[src/hw/rtl/symmetric_fir_filter_defines.svh]
// Assertion macros for the symmetric FIR filter.
// Used by symmetric_fir_filter.sv; no other dependencies.
`ifndef SYMMETRIC_FIR_FILTER_DEFINES_SVH
`define SYMMETRIC_FIR_FILTER_DEFINES_SVH
`ifndef SYNTH
// check a property while out of reset
`define SFF_ASSERT(label, prop) \
   label: assert property (@(posedge clock) disable iff (reset) prop) \
      else $error("symmetric_fir_filter: assertion failed");
// check a property that involves reset itself
`define SFF_ASSERT_RST(label, prop) \
   label: assert property (@(posedge clock) prop) \
      else $error("symmetric_fir_filter: reset assertion failed");
`else
`define SFF_ASSERT(label, prop)
`define SFF_ASSERT_RST(label, prop)
`endif
`endif

[src/hw/rtl/sff_pkg.sv]
// Package for the symmetric FIR filter: coefficient table and shared types.
// No dependencies.
package sff_pkg;

   typedef logic signed [15:0] coef_q15_type;

   localparam int HALF_TABLE = 24;

   // first half of the linear-phase low-pass response, Q1.15
   localparam coef_q15_type COEF_Q15 [HALF_TABLE] = '{
      -16'sd760, 16'sd53,   16'sd70,   16'sd100,  16'sd140,  16'sd192,
      16'sd253,  16'sd324,  16'sd402,  16'sd488,  16'sd579,  16'sd675,
      16'sd772,  16'sd871,  16'sd968,  16'sd1063, 16'sd1152, 16'sd1234,
      16'sd1310, 16'sd1374, 16'sd1428, 16'sd1469, 16'sd1497, 16'sd1511
   };

endpackage

[src/hw/rtl/symmetric_fir_filter.sv]
// Symmetric FIR low-pass filter, one sample in and one filtered sample out per item.
// Uses sff_pkg (coefficient table) and symmetric_fir_filter_defines.svh (assertions).
//
// Each item is one signed Q1.15 sample; the result is y[n] = sum b[k] x[n-k] over TAPS
// fixed linear-phase taps, rounded half up and saturated. Samples sharing a coefficient
// are pre-added, then each pair sum is multiplied bit-serially, one coefficient bit per
// cycle, into a wide accumulator. The next item is taken only once the current result
// has moved into the output register. One item is in work at a time; a finished result
// waits in the output register while the next item is taken. The history is held in a
// RAM of TAPS-1 entries with a valid bit per entry, so it reads as zero right after
// reset with no clearing pass.
module symmetric_fir_filter #(
   parameter int TAPS        = 48,
   parameter int SAMPLE_BITS = 16,
   parameter int COEF_BITS   = 16
) (
   input  logic               clock,
   input  logic               reset,
   input  logic               req_valid,
   output logic               req_ready,
   input  logic signed [15:0] req_sample_in,
   output logic               rsp_valid,
   input  logic               rsp_ready,
   output logic signed [15:0] rsp_sample_out
);

   localparam int SB      = SAMPLE_BITS;
   localparam int CB      = COEF_BITS;
   localparam int DEPTH   = TAPS - 1;
   localparam int PW      = (DEPTH > 1) ? $clog2(DEPTH) : 1;
   localparam int NSTEPS  = TAPS / 2 + TAPS % 2;
   localparam int KW      = (NSTEPS > 1) ? $clog2(NSTEPS) : 1;
   localparam int BW      = $clog2(CB);
   localparam int PS      = SB + CB;
   localparam int ACC_RAW = SB + CB + 2 + $clog2(NSTEPS + 1);
   localparam int ACC     = (ACC_RAW > 64) ? 64 : ACC_RAW;
   localparam int CUP     = (CB >= 16) ? CB - 16 : 0;
   localparam int CDN     = (CB < 16) ? 16 - CB : 0;

   localparam logic signed [ACC-1:0] Y_HI = {{(ACC-SB+1){1'b0}}, {(SB-1){1'b1}}};
   localparam logic signed [ACC-1:0] Y_LO = ~Y_HI;
   localparam logic [ACC-1:0]        HALF = {{(ACC-1){1'b0}}, 1'b1} << (CB - 2);

   // sequencer states
   localparam logic [2:0] ST_IDLE  = 3'd0;
   localparam logic [2:0] ST_READ  = 3'd1;
   localparam logic [2:0] ST_SUM   = 3'd2;
   localparam logic [2:0] ST_MAC   = 3'd3;
   localparam logic [2:0] ST_ROUND = 3'd4;
   localparam logic [2:0] ST_DONE  = 3'd5;

   // coefficient for table slot j, rescaled to Q1.(CB-1)
   function automatic logic signed [CB-1:0] coef_at(input logic [4:0] j);
      logic signed [31:0] c;
      logic signed [31:0] r;
      c = 32'(sff_pkg::COEF_Q15[j]);
      if (CB >= 16) begin
         r = c <<< CUP;
      end else begin
         r = (c + ((32'sd1 <<< CDN) >>> 1)) >>> CDN;
      end
      return CB'(r);
   endfunction

   logic [2:0]              state_ff, state_in;
   logic signed [SB-1:0]    x0_ff, x0_in;
   logic [PW-1:0]           wp_ff, wp_in;
   logic [PW-1:0]           pa_ff, pa_in;
   logic [PW-1:0]           pb_ff, pb_in;
   logic [KW-1:0]           k_ff, k_in;
   logic [BW-1:0]           bit_ff, bit_in;
   logic signed [PS-1:0]    pair_ff, pair_in;
   logic [CB-1:0]           coef_ff, coef_in;
   logic signed [ACC-1:0]   acc_ff, acc_in;
   logic                    rsp_valid_ff, rsp_valid_in;
   logic signed [15:0]      rsp_data_ff, rsp_data_in;
   logic [DEPTH-1:0]        vld_ff, vld_in;
   logic                    rdav_ff, rdav_in;
   logic                    rdbv_ff, rdbv_in;

   logic signed [SB-1:0]    mem [DEPTH];
   logic signed [SB-1:0]    rda_ff;
   logic signed [SB-1:0]    rdb_ff;

   logic                    out_free;
   logic                    commit;
   logic                    last_step;
   logic                    single_step;
   logic [4:0]              tab_idx;
   logic signed [SB-1:0]    a_val;
   logic signed [SB-1:0]    b_val;
   logic signed [SB:0]      pair_sum;
   logic signed [ACC-1:0]   term;
   logic signed [ACC-1:0]   rnd;
   logic signed [SB-1:0]    sat;

   assign req_ready      = (state_ff == ST_IDLE);
   assign rsp_valid      = rsp_valid_ff;
   assign rsp_sample_out = rsp_data_ff;

   assign out_free    = !rsp_valid_ff || rsp_ready;
   assign commit      = (state_ff == ST_DONE) && out_free;
   assign last_step   = (k_ff == KW'(NSTEPS - 1));
   assign single_step = (TAPS % 2 == 1) && (k_ff == KW'(TAPS / 2));

   // table slot: pair k uses min(k, 23)
   always_comb begin
      if (32'(k_ff) >= sff_pkg::HALF_TABLE - 1) begin
         tab_idx = 5'(sff_pkg::HALF_TABLE - 1);
      end else begin
         tab_idx = 5'(k_ff);
      end
   end

   // pair operands: newest tap is the held input, history entries read as zero until written
   always_comb begin
      a_val    = (k_ff == KW'(0)) ? x0_ff : (rdav_ff ? rda_ff : '0);
      b_val    = (single_step || !rdbv_ff) ? '0 : rdb_ff;
      pair_sum = (SB+1)'(a_val) + (SB+1)'(b_val);
      term     = ACC'(pair_ff);
      rnd      = acc_ff + HALF;
   end

   // saturate the rounded sum to the sample range
   always_comb begin
      if (acc_ff > Y_HI) begin
         sat = {1'b0, {(SB-1){1'b1}}};
      end else if (acc_ff < Y_LO) begin
         sat = {1'b1, {(SB-1){1'b0}}};
      end else begin
         sat = acc_ff[SB-1:0];
      end
   end

   // sequencer next state
   always_comb begin
      state_in     = state_ff;
      x0_in        = x0_ff;
      wp_in        = wp_ff;
      pa_in        = pa_ff;
      pb_in        = pb_ff;
      k_in         = k_ff;
      bit_in       = bit_ff;
      pair_in      = pair_ff;
      coef_in      = coef_ff;
      acc_in       = acc_ff;
      vld_in       = vld_ff;
      rdav_in      = vld_ff[pa_ff];
      rdbv_in      = vld_ff[pb_ff];
      rsp_valid_in = rsp_valid_ff && !rsp_ready;
      rsp_data_in  = rsp_data_ff;
      case (state_ff)
         ST_IDLE: begin
            if (req_valid) begin
               x0_in    = SB'(32'(unsigned'(req_sample_in)));
               pa_in    = (wp_ff == '0) ? PW'(DEPTH - 1) : wp_ff - PW'(1);
               pb_in    = wp_ff;
               k_in     = '0;
               acc_in   = '0;
               state_in = ST_READ;
            end
         end
         ST_READ: begin
            state_in = ST_SUM;
         end
         ST_SUM: begin
            pair_in  = PS'(pair_sum);
            coef_in  = coef_at(tab_idx);
            bit_in   = '0;
            // newer-side pointer steps back after each pair but the first
            if (k_ff != KW'(0)) begin
               pa_in = (pa_ff == '0) ? PW'(DEPTH - 1) : pa_ff - PW'(1);
            end
            pb_in    = (pb_ff == PW'(DEPTH - 1)) ? '0 : pb_ff + PW'(1);
            state_in = ST_MAC;
         end
         ST_MAC: begin
            // one coefficient bit per cycle; the top bit carries negative weight
            if (coef_ff[0]) begin
               if (bit_ff == BW'(CB - 1)) begin
                  acc_in = acc_ff - term;
               end else begin
                  acc_in = acc_ff + term;
               end
            end
            pair_in = pair_ff <<< 1;
            coef_in = coef_ff >> 1;
            bit_in  = bit_ff + BW'(1);
            if (bit_ff == BW'(CB - 1)) begin
               if (last_step) begin
                  state_in = ST_ROUND;
               end else begin
                  k_in     = k_ff + KW'(1);
                  state_in = ST_READ;
               end
            end
         end
         ST_ROUND: begin
            acc_in   = rnd >>> (CB - 1);
            state_in = ST_DONE;
         end
         ST_DONE: begin
            // publish the result and retire the sample into the history
            if (out_free) begin
               rsp_valid_in  = 1'b1;
               rsp_data_in   = 16'(sat);
               vld_in[wp_ff] = 1'b1;
               wp_in         = (wp_ff == PW'(DEPTH - 1)) ? '0 : wp_ff + PW'(1);
               state_in      = ST_IDLE;
            end
         end
         default: begin
            state_in = ST_IDLE;
         end
      endcase
   end

   // control registers
   always_ff @(posedge clock) begin
      if (reset) begin
         state_ff     <= ST_IDLE;
         wp_ff        <= '0;
         vld_ff       <= '0;
         rsp_valid_ff <= 1'b0;
      end else begin
         state_ff     <= state_in;
         wp_ff        <= wp_in;
         vld_ff       <= vld_in;
         rsp_valid_ff <= rsp_valid_in;
      end
   end

   // datapath registers
   always_ff @(posedge clock) begin
      x0_ff       <= x0_in;
      pa_ff       <= pa_in;
      pb_ff       <= pb_in;
      k_ff        <= k_in;
      bit_ff      <= bit_in;
      pair_ff     <= pair_in;
      coef_ff     <= coef_in;
      acc_ff      <= acc_in;
      rdav_ff     <= rdav_in;
      rdbv_ff     <= rdbv_in;
      rsp_data_ff <= rsp_data_in;
   end

   // history RAM: one write port, two registered read ports
   always_ff @(posedge clock) begin
      if (commit) begin
         mem[wp_ff] <= x0_ff;
      end
      rda_ff <= mem[pa_ff];
      rdb_ff <= mem[pb_ff];
   end

`include "symmetric_fir_filter_defines.svh"

   `SFF_ASSERT_RST(a_reset_idle, reset |=> (state_ff == ST_IDLE) && !rsp_valid_ff)
   `SFF_ASSERT(a_accept_starts, (req_valid && req_ready) |=> (state_ff == ST_READ) && (k_ff == '0))
   `SFF_ASSERT(a_result_from_done, $rose(rsp_valid_ff) |-> ($past(state_ff) == ST_DONE))
   `SFF_ASSERT(a_mac_bit_range, (state_ff == ST_MAC) |-> (32'(bit_ff) < CB))

endmodule

[config.mk]
export PLATFORM = sky130hd
export DESIGN_NAME = symmetric_fir_filter
export DESIGN_NICKNAME = d
export VERILOG_FILES = /design/src/hw/rtl/sff_pkg.sv /design/src/hw/rtl/symmetric_fir_filter.sv
export VERILOG_INCLUDE_DIRS = /design/src /design/src/hw/rtl
export SDC_FILE = /design/constraint.sdc
export NUM_CORES = 2
export LEC_CHECK = 0
export BUFFER_PORTS_ARGS = -buffer_cell sky130_fd_sc_hd__buf_2
export CELL_PAD_IN_SITES_DETAIL_PLACEMENT = 2
export CELL_PAD_IN_SITES_GLOBAL_PLACEMENT = 2
export CORE_MARGIN = 1.5
export CORE_UTILIZATION = 45
export CTS_BUF_LIST = sky130_fd_sc_hd__clkbuf_4 sky130_fd_sc_hd__clkbuf_8
export CTS_CLUSTER_SIZE = 25
export DETAILED_ROUTE_END_ITERATION = 10
export PLACE_DENSITY_LB_ADDON = 0.1
export SLEW_MARGIN = 20
export SYNTH_ARGS = -nofsm -noshare
export SYNTH_HDL_FRONTEND = slang
export SYNTH_SLANG_ARGS = --single-unit
[constraint.sdc]
create_clock -name clock -period 5.05 [get_ports clock]
set_input_delay 0.2525 -clock clock [delete_from_list [all_inputs] [get_ports clock]]
set_output_delay 0.2525 -clock clock [all_outputs]
set_load 0.01 [all_outputs]
==> out/results.ini <==
[drt]
drtIter0Drc=2793
drc=0
drt_first_pass_iters=5
wl_per_cell_microns=33.1
vias=30100
final_antenna_net_count=0
wl_mm=156
routed_via_density=6.36

[global_routing]
grt_pass1_wl_mm=228
grt_overflow_total=0
grt_max_degree=127
grt_util_all_layers_pct=29.1
grt_pass1_vias=32900
antenna_found_initial=15

[critical_path]
timing.rr.start=bit_ff[0]$_SDFFCE_PN0P_
cp-start-kind=flop
crit_fanout=13
cp-startpoint=bit_ff[0]$_SDFFCE_PN0P_
path_class=flop to flop
crit_path_end_kind=flop
cp.required_ns=5.58
arrival_ns=5.19

[sta]
setup_ws_ns=0.393
setup_viol=0
hold_violations=0
relSlewSlack_pct=25.2
rsz0062_at_grt=false
setup_tns_ns=0
worstMarginPinSlew_ns=1.12
max_freq_ghz=0.215
period_needed_ns=4.66
finalCritPeriodShare_pct=92.2
slew_viol_final=0
clock-skew-final_ns=0.0363

[cells_and_area]
mostFrequentLayoutCells=edfxtp_1, mux4_2, nand2_1, clkbuf_8, nor2_1
drive_gt1_share_pct=29.3
syn2layout_area_growth_pct=12.3
fin_nets=3273
final_common_cell=edfxtp_1

[clocking]
cts.path.max_buffers=3
cts_buffers=171
cts_root_buf=clkbuf_8
clock_latency_ns=0.86
cts_sinks=983
clk_pin_slew_worst_paths_ns=0.06
cts_setup_buffers=0
htreeDepth=4
cts_tree=built

[power]
leakage_nw=18.3
power_density_mw_per_mm2=436
peakVddDrop_mv=0.268

[die]
die_x_microns=331
ios=38
dieArea_sq_mm=0.110
rows=120
die_h_microns=331
coreArea_sq_mm=0.107
initial_core_util_pct=45.3

[logic_synthesis]
yosysSeqAreaShare_pct=59.1
synth_seq_cells=983
syn_area_sq_mm=0.0484
synth-async-reset-ratio_pct=0
dominantRegCellSynth=edfxtp_1
synth_edf_count=892
synthesis.nets=3146
ys_types=70
yosysWarnings=0
avgSynthCellArea_sq_um=15.9
syn_inst=3049

[job]
maxCapViolCount=0

[hold_path]
hold_path.class=primary input to flop
holdCritStartpoint=reset

[placement]
routabilityCongestion=0.840
pre_cts_ws_ns=0.301
dpl.hpwl_mm=102
portBuffers=37

[status]
outcome=completed

## per-stage QoR
stage / hold slack, ns / util (%) / instance area, sq um / instances / power [mW]
floorplan: 0.351 / - / 48400 / 3049 / 14.3
global placement: 0.433 / 47.5 / 50800 / 4387 / 16.3
detailed placement: 0.431 / 47.5 / 50800 / 4387 / 16.5
CTS: 0.00177 / 50.8 / 54300 / 4719 / 23.8
global route: 0.0754 / 50.8 / 54400 / 4725 / 24.6
finish: 0.0767 / 50.9 / 54400 / 4726 / 23.7
## layer usage
layer  GRT usage [%]  part of all wire [%]
met3            4.34                   6.2
met2            48.8                    50
met1            39.7                    41
met5               0                 0.017
met4            8.19                   2.4
## synthesized netlist by cell type (25+ instances only)
master      n  area (sq um)
nor2_1    230           863
edfxtp_1  892         26800
o22ai_1    25           156
nand3_1    41           205
inv_1      40           150
clkbuf_1  159           597
mux2i_1    78           781
a21oi_1    96           480
ha_1       75           938
o21ai_0   146           731
buf_1      48           180
and2_1     26           163
a21o_1     27           203
dfxtp_1    91          1820
mux4_2    474         10700
xor2_1     65           569
xnor2_1    56           490
nand2_1   245           920
## critical path, cell delays in order (launching register included)
cell and delay, ns:
edfxtp_1 0.39, ha_1 0.21, and3_1 0.53, a21oi_1 0.11
xnor2_1 0.32, ha_1 0.35, a21oi_1 0.28, nand2_1 0.10
o211a_1 0.27, o41ai_1 0.64, o21ai_1 0.28, a31oi_1 0.40
o21bai_1 0.16, xnor2_1 0.14, o21ai_0 0.12
## registers in the layout, indices dropped and copies added (netlist names)
signal	count
wp_ff	6
rdb_ff	16
k_ff	5
bit_ff	4
acc_ff	39
state_ff	3
pa_ff	6
rda_ff	16
coef_ff	16
vld_ff	47
rsp_sample_out	16
rsp_valid	1
x0_ff	16
mem	752
rdav_ff	1
pb_ff	6
rdbv_ff	1
pair_ff	32
## what timing repair did
action,CTS,global route
gates resized for setup,0,5
hold endpoints to repair,19,0
hold buffers,19,0
endpoints found under the setup margin,0,20
## worst paths after layout
check	endpoint	slack [ns]	cells after the start
setup / recovery	acc_ff[30]$_DFFE_PP_	0.39	14
hold / removal	vld_ff[44]$_SDFFE_PP0P_	0.08	2
setup reg to reg	acc_ff[30]$_DFFE_PP_	0.39	14
hold reg to reg	vld_ff[8]$_SDFFE_PP0P_	0.49	2
## report_power, final
group	switching, mW	internal (mW)
clock network	3.43	3.86
logic	3.74	2.79
registers	0.400	9.46
total	7.57	16.1
## logic make-up after synthesis
| family | Yosys count | synth area share, % |
|---|---|---|
| compound gates | 404 | 5.03 |
| xor+xnor | 121 | 2.19 |
| fa+ha+maj | 77 | 2.02 |
| buf+inv | 252 | 1.96 |
| flops | 983 | 59.1 |
| mux | 553 | 23.7 |
| simple gates | 659 | 6.04 |
## final cells by class
cell class / count / area [sq um]
fillers: 9594 / 52500
clock buffers: 250 / 3030
diodes: 7 / 17.5
well taps: 1403 / 1760
multi-input cells: 1814 / 19100
flip-flops and latches: 983 / 28600
clock inverters: 63 / 334
repair buffers: 165 / 1360
inverters: 41 / 154
No activity file was read; power rests on OpenSTA's default activity.
